<file path="src/rtl/core/hni_pkg.sv">
// Shared types, codes and defaults for the hazard NOP inserter.
package hni_pkg;

	localparam int WINDOW_DEPTH_DEF = 4;
	localparam int BRANCH_SLOTS_DEF = 4;

	// Wide enough for every result position with the default parameters.
	localparam int STEP_W = 4;

	typedef enum logic [2:0] {
		KIND_NOP    = 3'd0,
		KIND_DATA   = 3'd1,
		KIND_MEM    = 3'd2,
		KIND_BRANCH = 3'd3,
		KIND_LABEL  = 3'd4
	} kind_t;

	typedef enum logic [1:0] {
		OKIND_NOP   = 2'd0,
		OKIND_INSTR = 2'd1,
		OKIND_LABEL = 2'd2
	} out_kind_t;

	typedef struct packed {
		logic        valid;
		logic [3:0]  rnum;
	} entry_t;

	localparam int ENTRY_W = $bits(entry_t);

	typedef struct packed {
		logic [2:0]  kind;
		logic        reads_dest;
		logic        has_third;
		logic [3:0]  dest_reg;
		logic [3:0]  src_one;
		logic        src_one_is_reg;
		logic [3:0]  src_two;
		logic        src_two_is_reg;
		logic [31:0] item_value;
	} in_item_t;

	typedef struct packed {
		logic [1:0]  out_kind;
		logic [31:0] out_value;
		logic        last;
	} out_item_t;

	typedef struct packed {
		logic [STEP_W-1:0] pre_nops;
		entry_t            new_entry;
	} plan_t;

endpackage

</file>
<file path="src/rtl/core/hazard_nop_inserter.sv">
// The result sequencer over the input register fills the output register, which parts the sides.
// Throughput: one result per cycle while the output is not stalled; an item gives one to
// WINDOW_DEPTH+1 results for data and memory ops, BRANCH_SLOTS+1 or +2 for a branch, one for a NOP
// and none for a label; an item waits in the input register until its last result is sent.
// Reset clears the window, the pending label flag and both valid flags; the label value is not reset.
module hazard_nop_inserter #(
	parameter int WINDOW_DEPTH = hni_pkg::WINDOW_DEPTH_DEF,
	parameter int BRANCH_SLOTS = hni_pkg::BRANCH_SLOTS_DEF
) (
	input  logic                clk,
	input  logic                arst_n,
	input  logic                item_valid,
	output logic                item_stall,
	input  hni_pkg::in_item_t   item,
	output logic                result_valid,
	input  logic                result_stall,
	output hni_pkg::out_item_t  result
);

	localparam int SW = hni_pkg::STEP_W;

	logic                               valid_s1;
	hni_pkg::in_item_t                  item_s1;
	logic [SW-1:0]                      step_q;
	logic                               result_valid_q;
	hni_pkg::out_item_t                 result_q;

	hni_pkg::entry_t [WINDOW_DEPTH-1:0] window;
	logic                               label_pending;
	logic [31:0]                        label_value;
	hni_pkg::plan_t                     plan;

	logic                               is_instr;
	logic                               is_branch;
	logic                               has_label;
	logic [SW-1:0]                      label_ext;
	logic [SW-1:0]                      label_pos;
	logic [SW-1:0]                      instr_pos;
	logic [SW-1:0]                      total;
	logic                               out_free;
	logic                               fire;
	logic                               is_last;
	logic                               done;
	hni_pkg::out_item_t                 next_result;

	hni_hazard #(
		.WINDOW_DEPTH (WINDOW_DEPTH)
	) u_hazard (
		.item   (item_s1),
		.window (window),
		.plan   (plan)
	);

	hni_state #(
		.WINDOW_DEPTH (WINDOW_DEPTH),
		.BRANCH_SLOTS (BRANCH_SLOTS)
	) u_state (
		.clk           (clk),
		.arst_n        (arst_n),
		.commit        (done),
		.item          (item_s1),
		.plan          (plan),
		.window        (window),
		.label_pending (label_pending),
		.label_value   (label_value)
	);

	assign is_instr  = (item_s1.kind == hni_pkg::KIND_DATA) ||
		(item_s1.kind == hni_pkg::KIND_MEM);
	assign is_branch = (item_s1.kind == hni_pkg::KIND_BRANCH);
	assign has_label = label_pending && (is_instr || is_branch);
	assign label_ext = {{(SW-1){1'b0}}, has_label};
	assign label_pos = is_branch ? '0 : plan.pre_nops;
	assign instr_pos = label_pos + label_ext;

	always_comb begin
		case (item_s1.kind)
			hni_pkg::KIND_NOP:    total = SW'(1);
			hni_pkg::KIND_BRANCH: total = label_ext + SW'(BRANCH_SLOTS + 1);
			hni_pkg::KIND_DATA,
			hni_pkg::KIND_MEM:    total = plan.pre_nops + label_ext + SW'(1);
			default:              total = '0;
		endcase
	end

	assign out_free   = ~result_valid_q | ~result_stall;
	assign fire       = valid_s1 && (total != '0) && out_free;
	assign is_last    = (step_q == total - SW'(1));
	assign done       = valid_s1 && ((total == '0) || (fire && is_last));
	assign item_stall = valid_s1 && ~done;

	always_comb begin
		next_result.out_kind  = hni_pkg::OKIND_NOP;
		next_result.out_value = '0;
		next_result.last      = is_last;
		if (item_s1.kind != hni_pkg::KIND_NOP) begin
			if (has_label && step_q == label_pos) begin
				next_result.out_kind  = hni_pkg::OKIND_LABEL;
				next_result.out_value = label_value;
			end else if (step_q == instr_pos) begin
				next_result.out_kind  = hni_pkg::OKIND_INSTR;
				next_result.out_value = item_s1.item_value;
			end
		end
	end

	always_ff @(posedge clk or negedge arst_n) begin
		if (!arst_n) begin
			valid_s1       <= 1'b0;
			step_q         <= '0;
			result_valid_q <= 1'b0;
		end else begin
			if (!item_stall) begin
				valid_s1 <= item_valid;
			end
			if (done) begin
				step_q <= '0;
			end else if (fire) begin
				step_q <= step_q + SW'(1);
			end
			if (fire) begin
				result_valid_q <= 1'b1;
			end else if (!result_stall) begin
				result_valid_q <= 1'b0;
			end
		end
	end

	always_ff @(posedge clk) begin
		if (!item_stall && item_valid) begin
			item_s1 <= item;
		end
		if (fire) begin
			result_q <= next_result;
		end
	end

	assign result_valid = result_valid_q;
	assign result       = result_q;

endmodule

</file>
<file path="src/rtl/core/hni_hazard.sv">
// Hazard check of one instruction against the window of recent destinations.
module hni_hazard #(
	parameter int WINDOW_DEPTH = hni_pkg::WINDOW_DEPTH_DEF
) (
	input  hni_pkg::in_item_t                    item,
	input  hni_pkg::entry_t [WINDOW_DEPTH-1:0]   window,
	output hni_pkg::plan_t                       plan
);

	localparam int IDX_W = $clog2(WINDOW_DEPTH);

	logic             rd_dest;
	logic             rd_one;
	logic             rd_two;
	logic             hit;
	logic [IDX_W-1:0] idx;

	assign rd_dest = item.reads_dest;
	assign rd_one  = item.src_one_is_reg;
	assign rd_two  = (item.kind == hni_pkg::KIND_DATA) && item.has_third && item.src_two_is_reg;

	// The nearest matching entry wins, so the scan ends on the lowest position.
	always_comb begin
		hit = 1'b0;
		idx = '0;
		for (int i = WINDOW_DEPTH - 1; i >= 0; i--) begin
			if (window[i].valid && ((rd_dest && window[i].rnum == item.dest_reg) ||
					(rd_one && window[i].rnum == item.src_one) ||
					(rd_two && window[i].rnum == item.src_two))) begin
				hit = 1'b1;
				idx = IDX_W'(i);
			end
		end
	end

	always_comb begin
		plan.pre_nops = hit ?
			(hni_pkg::STEP_W'(WINDOW_DEPTH - 1) - hni_pkg::STEP_W'(idx)) : '0;
		plan.new_entry.valid = ~item.reads_dest;
		plan.new_entry.rnum  = item.dest_reg;
	end

endmodule

</file>
<file path="src/rtl/core/hni_state.sv">
// Destination window and pending label, updated once each item completes.
module hni_state #(
	parameter int WINDOW_DEPTH = hni_pkg::WINDOW_DEPTH_DEF,
	parameter int BRANCH_SLOTS = hni_pkg::BRANCH_SLOTS_DEF
) (
	input  logic                                 clk,
	input  logic                                 arst_n,
	input  logic                                 commit,
	input  hni_pkg::in_item_t                    item,
	input  hni_pkg::plan_t                       plan,
	output hni_pkg::entry_t [WINDOW_DEPTH-1:0]   window,
	output logic                                 label_pending,
	output logic [31:0]                          label_value
);

	localparam int WIN_W = WINDOW_DEPTH * hni_pkg::ENTRY_W;

	hni_pkg::entry_t [WINDOW_DEPTH-1:0] window_q;
	logic                               label_pending_q;
	logic [31:0]                        label_value_q;
	logic [hni_pkg::STEP_W-1:0]         shift_amt;
	logic [WIN_W-1:0]                   shifted;
	hni_pkg::entry_t [WINDOW_DEPTH-1:0] window_next;
	logic                               is_instr;

	assign is_instr = (item.kind == hni_pkg::KIND_DATA) || (item.kind == hni_pkg::KIND_MEM);

	always_comb begin
		case (item.kind)
			hni_pkg::KIND_NOP:    shift_amt = hni_pkg::STEP_W'(1);
			hni_pkg::KIND_BRANCH: shift_amt = hni_pkg::STEP_W'(BRANCH_SLOTS + 1);
			hni_pkg::KIND_DATA,
			hni_pkg::KIND_MEM:    shift_amt = plan.pre_nops + hni_pkg::STEP_W'(1);
			default:              shift_amt = '0;
		endcase
		shifted = WIN_W'(window_q) << (hni_pkg::ENTRY_W * shift_amt);
		window_next = shifted;
		if (is_instr) begin
			window_next[0] = plan.new_entry;
		end
	end

	always_ff @(posedge clk or negedge arst_n) begin
		if (!arst_n) begin
			window_q        <= '0;
			label_pending_q <= 1'b0;
		end else if (commit) begin
			window_q <= window_next;
			if (item.kind == hni_pkg::KIND_LABEL) begin
				label_pending_q <= 1'b1;
			end else if (is_instr || item.kind == hni_pkg::KIND_BRANCH) begin
				label_pending_q <= 1'b0;
			end
		end
	end

	always_ff @(posedge clk) begin
		if (commit && item.kind == hni_pkg::KIND_LABEL) begin
			label_value_q <= item.item_value;
		end
	end

	assign window        = window_q;
	assign label_pending = label_pending_q;
	assign label_value   = label_value_q;

endmodule
</file>
<file path="config.mk">
export PLATFORM = sky130hd
export DESIGN_NAME = hazard_nop_inserter
export DESIGN_NICKNAME = d
export VERILOG_FILES = /design/src/rtl/core/hni_pkg.sv /design/src/rtl/core/hazard_nop_inserter.sv /design/src/rtl/core/hni_hazard.sv /design/src/rtl/core/hni_state.sv
export SDC_FILE = /design/constraint.sdc
export NUM_CORES = 1
export LEC_CHECK = 0
export BUFFER_PORTS_ARGS = -buffer_cell sky130_fd_sc_hd__buf_2
export CAP_MARGIN = 20
export CORE_MARGIN = 2
export CORE_UTILIZATION = 52
export DETAILED_ROUTE_END_ITERATION = 8
export GPL_TIMING_DRIVEN = 0
export PLACE_DENSITY = 0.72
export SLEW_MARGIN = 20
export SYNTH_ARGS = -nofsm -noshare
export SYNTH_HDL_FRONTEND = slang
export SYNTH_HIERARCHICAL = 1
export SYNTH_SLANG_ARGS = --single-unit
export TNS_END_PERCENT = 50
</file>
<file path="constraint.sdc">
create_clock -name clk -period 8.7 [get_ports clk]
set_clock_uncertainty 0.2 [all_clocks]
set_input_delay 1.74 -clock clk [delete_from_list [all_inputs] [get_ports clk]]
set_output_delay 1.74 -clock clk [all_outputs]
set_load 0.05 [all_outputs]
</file>
# After elaboration in Yosys (flattened, before gate mapping)
# Index checks and enable logic that the tools add are counted.
[word_totals]
wordCells = 131
reg_bits = 145
inputBits = 55
out_inout_bits = 37
[classes]
n_shift = 1
add_sub_neg = 8
n_mux = 21
reduce_logical = 48
bitwise_logic = 6
n_eq_ne = 20
mul = 1
[ops]
columns = ["op", "count"]
rows = [
  ["$eq 4x4->1", 15],
  ["$mux 34", 1],
  ["$mux 33", 1],
  ["$logic_and 1x1->1", 27],
  ["$pmux 4 s3", 2],
  ["$shl 20x7->20", 1],
  ["$mux 4", 4],
  ["$add 4x1->4 const B", 3],
  ["$logic_or 1x1->1", 11],
  ["$add 4x1->4", 2],
  ["$mux 1", 8],
  ["$mux 2", 4],
  ["$mul 3x4->7 const A", 1],
  ["$eq 3x2->1 const B", 2],
  ["$mux 5", 1],
  ["$not 1->1", 5],
  ["$add 1x3->4 const B", 1],
  ["$logic_not 4->1", 1],
  ["$reduce_bool 2->1", 2],
  ["$reduce_bool 4->1", 1],
  ["$reduce_or 2->1", 2],
  ["$sub 4x1->4 const B", 1],
  ["$eq 3x1->1 const B", 1],
  ["$eq 3x3->1 const B", 1],
  ["7 further kinds", 7],
]

# Depth between registers and ports, before layout
# Gate-level depths: netlist of run 1.
[logic_depth]
depth_word = 25
mapped_depth = 23
ltp_nobuf = 22

# Hierarchy
# The synthesis of run 1 kept the hierarchy.
[modules_own_cells]
columns = ["module", "cells_per_inst", "n_inst", "seq_area_each_um2", "area_each_um2"]
rows = [
  ["hazard_nop_inserter", 241, 1, 2732.6, 3833.7],
  ["hni_state", 327, 1, 1486.4, 3394.5],
  ["hni_hazard", 67, 1, 0.0, 509.2],
]

# Least setup slack after synthesis of run 1
# No wires, ideal clock.
[synth_path]
kind = "register to register"
from = "register item_s1[49] (netlist bit)"
to = "register u_state.label_value_q[0], in the netlist u_state/label_value[0], enable pin"
arrival_ns = 6.136
setup_time_ns = 0.461
stages_incl_launch_ff = 22
required_time_ns = 8.039
n_path_buf = 2
path_slack_ns = 1.903
period_less_slack_ns = 6.797
path_cell_list = "edfxtp_1 -> nor3b_1 -> nand3_1 -> nor4_1 -> a311oi_1 -> o31ai_1 -> inv_1 -> ha_1 -> inv_1 -> ha_1 -> a22oi_1 -> or2_2 -> ha_1 -> xor2_1 -> xnor2_1 -> nand3_1 -> nor2_1 -> a22o_1 -> clkbuf_1 -> clkbuf_1 -> nand2_1 -> nor3_1"
[synth_lines]
columns = ["item", "line_no", "text"]
rows = [
  ["start, declared", "hazard_nop_inserter.sv:23", "hni_pkg::in_item_t item_s1;"],
  ["start signal, assigned", "hazard_nop_inserter.sv:131", "item_s1 <= item;"],
  ["end signal, assigned", "hni_state.sv:59", "label_value_q <= item.item_value;"],
  ["end, declared", "hni_state.sv:20", "logic [31:0] label_value_q;"],
]

==> flow_summary.yaml, run 1 <==
synthesis:
  yosys_warnings: 6
  syn_area_um2: 7257
  syn_avg_cell_area_um2: 12.51
  syn_inst: 580
global_routing:
  use_met1_pct: 30.81
  grt_pass1_wl_mm: 26.21
  grt_util_all_layers_pct: 23.13
  grt_max_degree: 52
  overflow: 0
  met3_usage_pct: 5.478
  top_usage_layer: "met2"
  grt_pass1_vias: 5126
  grtUsageMet2_pct: 37.12
  antenna_found_initial: 0
clock_network:
  clk_latency_ns: 0.42
  clock_sinks: 140
  clockBufferDepth: 2
  cts_tree: "done"
  cts_root_buffer: "clkbuf_16"
  clk_pin_slew_ns: 0.06
  cts_resized: 0
  cts_setup_buffers: 0
  htree_levels: 4
  cts_buffers: 17
  ctsHoldBuffers: 0
cells_and_area:
  area_growth_pct: 18.69
  multi_input_area_um2: 2894
  utilization_pct: 62.54
  final-seq-area_um2: 4094
  nets: 762
  stdcell_count: 888
  drive_gt1_share_pct: 25.85
  diodes: 0
  fill_cells: 1078
critical_path:
  critPathArrivalTime_ns: 5.32
  crit_path_max_fanout: 9
  r2r_cells: 23
  crit_start: "item_s1[49]$_DFFE_PP_"
  worstPathRequired_ns: 6.76
  crit_type: "reg2out"
  cp-end-kind: "output port"
  startpoint_type: "flip-flop"
  r2r_start: "item_s1[49]$_DFFE_PP_"
floorplanning:
  chipHeight_um: 122.1
  fp.dieW_um: 122.1
  io_pins: 92
  fp.dieArea_um2: 14920
  start_util_pct: 52.69
  core_area_um2: 13770
  rows: 43
sta:
  maxSlewViolCount: 0
  rsz0062_at_grt: "no"
  setup_violations: 0
  max_freq_ghz: 0.1378
  slew_headroom_pct: 41.10
  setup_tns_ns: 0
  fin_hold_ws_ns: 0.2532
  finalCriticalPeriod_ns: 7.257
  setup_slack_ns: 1.443
  worstMarginPinSlew_ns: 0.8760
  finalCritPeriodShare_pct: 83.42
  finalHoldViolCount: 0
detailed_routing:
  drt-wirelength-per-cell_um: 18.91
  wl_mm: 16.79
  route.detailed.drc: 0
  vias: 5266
  firstDrtPassIters: 5
  avgViaCountPerCell: 5.930
  ant_nets: 0
  drt-initial-drc-count: 614
pwr:
  ir_worst_vdd_mv: 0.1743
  power.density_nw_per_um2: 423.7
  p_leak_nw: 3.340
place:
  dp_hpwl_mm: 12.07
  post-place-cells: 856
  post-place-ws_ns: 1.925
  portBuffers: 91
  gp_congestion: 1.010
min_path:
  hp-class: "reg2reg"
  hold_path_depth: 0
  hold_start: "item_s1[20]$_DFFE_PP_"
status:
  status: "complete, no violations"
run:
  timing.max_cap.violations: 0
[worst max-delay path, cell delays in order, from the launching register on]
cell and delay, ns:
edfxtp_1 0.55, nor3b_1 0.46, nand3_1 0.23, nor4_1 0.34
a311oi_1 0.16, o31ai_1 0.73, inv_1 0.11, ha_1 0.25
inv_1 0.07, ha_1 0.14, a22oi_1 0.08, or2_2 0.31
ha_1 0.19, xor2_1 0.15, xnor2_1 0.16, nand3_1 0.18
a21oi_1 0.43, a21oi_1 0.13, buf_2 0.23
[worst paths after layout]
| check | end | slack, ns |
|---|---|---|
| min in group asynchronous | step_q[3]$_DFFE_PN0P_ | 1.10 |
| max in group asynchronous | u_state/window[0]$_DFFE_PN0P_ | 6.82 |
| max | item_stall | 1.44 |
| min reg2reg | u_state/label_value[20]$_DFFE_PP_ | 0.25 |
| min | u_state/label_value[20]$_DFFE_PP_ | 0.25 |
| max reg2reg | u_state/label_value[15]$_DFFE_PP_ | 1.73 |
[power by group]
group	leakage (nW)	internal (mW)	switching, mW	total [mW]
Combinational	1.66	0.573	1.12	1.69
Clock	0.293	0.433	0.292	0.725
Sequential	1.39	1.04	0.196	1.24
[cell usage in the layout, fill, tap and decap left out, drive strengths merged, types with 3 or more instances in the layout]
cell type	instances
a21o	3
a21oi	19
a221oi	3
a22o	34
a22oi	3
a31oi	3
a32oi	4
buf	118
clkbuf	33
clkinv	3
dfrtp	22
edfxtp	118
ha	11
inv	23
mux2i	16
nand2	46
nand2b	6
nand3	19
nand3b	4
nand4	3
nor2	26
nor2b	5
nor3	13
nor3b	5
nor4	9
o211ai	5
o21ai	22
o21ba	3
o21bai	4
o221ai	8
o22ai	6
o2bb2ai	3
or2	3
xnor2	26
xor2	29
[state kept, by name, summed over array words and instances (netlist names)]
name                   flops
item_s1                   51
valid_s1                   1
u_state/window            15
u_state/label_pending      1
result                    35
result_valid               1
u_state/label_value       32
step_q                     4
[per-stage QoR]
stage                     power [mW]  cell area [um2]
after floorplan                2.469             7261
after global placement         2.847             7941
after detailed placement       2.906             8013
after CTS                      3.642             8613
after global routing           3.840             8613
final                          3.650             8613
[layout make-up]
class                      instances  area share, %
inverter                          14         0.6101
buffer                            39          2.804
sequential                       140          47.53
multi-input combinational        388          33.60
timing repair buffer              95          5.869
tap                              180          2.615
clock inverter                    15          2.034
clock buffer                      17          4.939
[routing by layer]
metal  vias to the layer above  part of all wire, %
li1                       2449                    -
met1                      2560                   43
met2                       224                   49
met3                        33                  6.4
met4                         0                  2.1
met5                         -                    0
Power figures use the tool's default switching activity.
==> run 2, diff against run 1 <==
PLACE_DENSITY = 0.75   (was 0.72)
clock period = 6.67 ns   (was 8.7 ns; I/O delays follow)
==> flow_summary.yaml, run 2 (synthesis gave the netlist of run 1 again) <==
global_routing:
  antenna_found_initial: 0
  grt_pass1_wl_mm: 26.92
  grt_max_degree: 52
  top_usage_layer: "met2"
  grt_pass1_vias: 5224
  overflow: 0
  grt_util_all_layers_pct: 23.78
  use_met1_pct: 30.32
  met3_usage_pct: 5.056
  grtUsageMet2_pct: 40.05
cells_and_area:
  diodes: 0
  drive_gt1_share_pct: 25.85
  layout_commonest_cell: "edfxtp_1"
  largest_reg_flops: 51
  layout_common_cells: "118 x edfxtp_1, 98 x buf_2, 44 x nand2_1"
  area_growth_pct: 18.97
  nets: 762
  regMostFlops: "item_s1"
clock_network:
  ctsHoldBuffers: 0
  cts_tree: "done"
  clk_latency_ns: 0.41
  htree_levels: 4
  clk_pin_slew_ns: 0.06
  clockBufferDepth: 2
  clock_sinks: 140
  cts_root_buffer: "clkbuf_16"
  cts_buffers: 17
floorplanning:
  core_area_um2: 13770
  io_pins: 92
  rows: 43
  chipHeight_um: 122.1
  fp.dieArea_um2: 14920
  start_util_pct: 52.69
  fp.dieW_um: 122.1
critical_path:
  endpoint: "item_stall"
  crit_type: "reg2out"
  crit_path_max_fanout: 9
  worstPathRequired_ns: 5.14
  r2r_start: "item_s1[49]$_DFFE_PP_"
  reg2reg_slack_ns: 0.50
  max_stage_delay_ns: 0.55
  cp_common_cell: "ha_1"
  r2r-end: "u_state/label_value[9]$_DFFE_PP_"
  worstPathCellList: "nor3b_1, nand3_1, nor4_1, a311oi_1, o31ai_2, inv_1, ha_1, inv_1, ha_1, a22oi_1, or2_2, ha_1, xor2_1, xnor2_1, nand3_1, a21oi_2, a21oi_1, buf_2"
  r2r_cells: 23
  critPathArrivalTime_ns: 4.85
  crit_start: "item_s1[49]$_DFFE_PP_"
  startpoint_type: "flip-flop"
  crit_slowest_cell: "edfxtp_1"
  cp-end-kind: "output port"
detailed_routing:
  avgViaCountPerCell: 5.936
  wl_mm: 17.22
  route.detailed.drc: 0
  drt-initial-drc-count: 414
  drt-wirelength-per-cell_um: 19.39
  vias: 5271
  firstDrtPassIters: 5
  ant_nets: 0
place:
  gp_congestion: 0.9133
  portBuffers: 91
  dp_hpwl_mm: 12.54
min_path:
  hold_start: "item_s1[0]$_DFFE_PP_"
  hp-class: "reg2reg"
pwr:
  p_leak_nw: 3.345
  ir_worst_vdd_mv: 0.2451
  p_total_mw: 4.729
  power.density_nw_per_um2: 547.8
sta:
  setup_tns_ns: 0
  worstMarginPinSlew_ns: 0.7771
  finalHoldViolCount: 0
  finalCritPeriodShare_pct: 95.78
  finalCriticalPeriod_ns: 6.389
  fin_hold_ws_ns: 0.2446
  max_freq_ghz: 0.1565
  maxSlewViolCount: 0
  rsz0062_at_grt: "yes"
  slew_headroom_pct: 47.71
  setup_violations: 0
status:
  status: "complete, no violations"
run:
  timing.max_cap.violations: 0
-- run 2: changes by cell type in the layout (fill, tap and decap cells not counted), sizes merged --
cell,change
clkinv,+1
clkbuf,+8
inv,-8
clkinvlp,+1
bufinv,-2
-- run 2: worst min path at each step --
stage,to,cells after the start
final,u_state/label_value[0]$_DFFE_PP_,0
after global routing,u_state/label_value[2]$_DFFE_PP_,0
after CTS,u_state/label_value[0]$_DFFE_PP_,0
after detailed placement,u_state/label_value[24]$_DFFE_PP_,0
after global placement,u_state/label_value[2]$_DFFE_PP_,0
after floorplan,u_state/label_value[0]$_DFFE_PP_,0
-- run 2: layout make-up --
| cell class | instances | area, um2 |
|---|---|---|
| Buffer | 39 | 241.5 |
| Tap cell | 180 | 225.2 |
| Sequential cell | 140 | 4094 |
| Clock buffer | 25 | 550.5 |
| Fill cell | 1069 | 5140 |
| Inverter | 14 | 52.55 |
| Clock inverter | 7 | 47.55 |
| Multi-Input combinational cell | 388 | 2909 |
| Timing Repair Buffer | 95 | 513.0 |
-- run 2: critical path, delay by kind of cell, from the launching register on --
| family | cells | cell delay [ns] |
|---|---|---|
| and+or+nand+nor | 5 | 1.55 |
| AOI/OAI and AO/OA | 5 | 1.08 |
| buffers and inverters | 3 | 0.37 |
| DFF | 1 | 0.55 |
| adders and majority gates | 3 | 0.58 |
| xor gates and xnor gates | 2 | 0.31 |
-- run 2: where the power goes --
group	switching, mW	internal (mW)	leakage [nW]	total [mW]
Sequential	0.259	1.36	1.39	1.62
Combinational	1.46	0.745	1.67	2.20
Clock	0.339	0.574	0.290	0.913
-- run 2: what timing repair did --
action,in CTS,in global routing
setup endpoints to repair,1,12
gates resized for setup,1,1
pin swaps,0,1
setup buffers,0,1
-- run 2: through the flow --
stage,setup slack [ns],std cells,area [um2],util [%]
2_1_floorplan,0.8904,581,7266,-
3_3_place_gp,-0.8935,852,7946,57.69
3_5_place_dp,0.05845,855,8019,58.22
4_1_cts,0.1682,887,8622,62.60
5_1_grt,-0.02245,888,8633,62.68
6_report,0.2813,888,8633,62.68
-- run 2: routing by layer --
layer / up-vias / wire length (um)
met4: 0 / 389
met3: 38 / 1054
met2: 209 / 8623
met1: 2577 / 7150
met5: - / 0
li1: 2447 / -
==> run 3, diff against run 2 <==
BUFFER_PORTS_ARGS = default   (was -buffer_cell sky130_fd_sc_hd__buf_2)
DONT_BUFFER_PORTS = 1   (was default)
PLACE_DENSITY = 0.7   (was 0.75)
==> flow_summary.yaml, run 3 (synthesis gave the netlist of run 1 again) <==
clock_network:
  ctsHoldBuffers: 0
  clock_sinks: 140
  clockBufferDepth: 2
  clk_pin_slew_ns: 0.06
  htree_levels: 4
  cts_tree: "done"
  cts_buffers: 17
  clk_latency_ns: 0.42
  cts_root_buffer: "clkbuf_16"
critical_path:
  worstPathRequired_ns: 5.14
  r2r_cells: 22
  reg2reg_slack_ns: 0.43
  crit_type: "reg2out"
  cp-end-kind: "output port"
  startpoint_type: "flip-flop"
  critPathArrivalTime_ns: 4.87
  r2r_start: "item_s1[49]$_DFFE_PP_"
  r2r-end: "u_state/label_value[4]$_DFFE_PP_"
  crit_start: "item_s1[49]$_DFFE_PP_"
  crit_path_max_fanout: 9
pwr:
  ir_worst_vdd_mv: 0.3255
  p_leak_nw: 2.974
  power.density_nw_per_um2: 568.6
place:
  dp_hpwl_mm: 11.87
  portBuffers: 0
  gp_congestion: 0.9535
cells_and_area:
  largest_reg_flops: 51
  layout_common_cells: "118 x edfxtp_1, 44 x nand2_1, 33 x a22o_1"
  utilization_pct: 59.42
  fill_cells: 1119
  diodes: 0
  multi_input_area_um2: 2920
  final-seq-area_um2: 4094
  area_growth_pct: 12.78
  regMostFlops: "item_s1"
  drive_gt1_share_pct: 15.67
  nets: 673
  layout_commonest_cell: "edfxtp_1"
detailed_routing:
  vias: 4908
  avgViaCountPerCell: 6.143
  wl_mm: 16.86
  drt-wirelength-per-cell_um: 21.11
  firstDrtPassIters: 5
  drt-initial-drc-count: 353
  route.detailed.drc: 0
  ant_nets: 0
global_routing:
  grt_max_degree: 52
  grt_pass1_wl_mm: 25.52
  grt_pass1_vias: 4710
  overflow: 0
  antenna_found_initial: 0
  grt_util_all_layers_pct: 22.77
min_path:
  hold_path_depth: 0
  hold_start: "item_s1[4]$_DFFE_PP_"
  min_to: "u_state/label_value[4]$_DFFE_PP_"
  hp-class: "reg2reg"
floorplanning:
  core_area_um2: 13770
  chipHeight_um: 122.1
  start_util_pct: 52.69
  rows: 43
  io_pins: 92
  fp.dieArea_um2: 14920
  fp.dieW_um: 122.1
status:
  status: "complete, no violations"
sta:
  setup_tns_ns: 0
  finalCritPeriodShare_pct: 96.03
  maxSlewViolCount: 0
  finalHoldViolCount: 0
  slew_headroom_pct: 49.19
  setup_violations: 0
  worstMarginPinSlew_ns: 0.7552
  finalCriticalPeriod_ns: 6.405
  max_freq_ghz: 0.1561
  rsz0062_at_grt: "yes"
run:
  timing.max_cap.violations: 0
[run 3: cell count changes in the layout (fill, tap and decap cells not counted), moves of 2 or more]
cell	delta
clkbuf_16	-4
clkinvlp_4	+2
clkbuf_1	-2
buf_4	+2
buf_2	-91
bufinv_16	+2
[run 3: how the worst max path moves through the flow]
stage                                              to  slack (ns)  depth (start not counted)
detailed placement  u_state/label_value[13]$_DFFE_PP_        0.05                         22
floorplan            u_state/label_value[0]$_DFFE_PP_        0.89                         21
finish                                     item_stall        0.26                         17
global route                               item_stall       -0.03                         17
CTS                                        item_stall        0.06                         17
global placement    u_state/label_value[16]$_DFFE_PP_        -1.0                         21
[run 3: layout make-up]
class	count	share of cell area, %
Inverter	14	0.6421
Clock inverter	14	1.773
Sequential cell	140	50.02
Tap cell	180	2.752
Timing Repair Buffer	6	0.9326
Multi-Input combinational cell	388	35.68
Buffer	39	2.951
Clock buffer	18	5.244
[run 3: routing by layer]
| layer | up-vias | GRT usage (%) | wire [um] |
|---|---|---|---|
| li1 | 2269 | - | - |
| met1 | 2395 | 29.50 | 7000 |
| met2 | 207 | 36.35 | 8276 |
| met3 | 37 | 6.133 | 1116 |
| met4 | 0 | 9.411 | 471 |
| met5 | - | 0 | 0 |
[run 3: worst max-delay path, cell delays in order (launching register included)]
cell and delay [ns]:
edfxtp_1 0.57, nor3b_1 0.39, nand3_1 0.31, nor4_1 0.37, a311oi_1 0.15, o31ai_2 0.48, inv_1 0.10, ha_1 0.24
inv_1 0.06, ha_1 0.14, a22oi_1 0.08, or2_2 0.30, ha_1 0.19, xor2_1 0.15, xnor2_1 0.17, nand3_1 0.20
a21oi_2 0.37, a21oi_4 0.20
[run 3: report_power, final]
group	switching [mW]	internal (mW)	leakage [nW]	total, mW
Combinational	1.01	0.667	1.31	1.68
Sequential	0.694	1.37	1.39	2.06
Clock	0.363	0.550	0.272	0.913
[run 3: what timing repair did]
item                       in CTS  in global routing
setup buffers                   0                  3
setup endpoints to repair       1                 24
pin swaps                       0                  1
gates resized for setup         2                  2
[run 3: through the flow]
step	instances	worst slack (ns)	hold WS, ns	total power, mW	area (um2)
2_1_floorplan	581	0.8904	0.2268	3.221	7266
3_3_place_gp	761	-0.9983	0.2358	3.624	7491
3_5_place_dp	764	0.04961	0.2477	3.707	7567
4_1_cts	796	0.05985	0.2596	4.627	8150
5_1_grt	799	-0.03375	0.2669	4.878	8184
6_report	799	0.2649	0.2575	4.654	8184
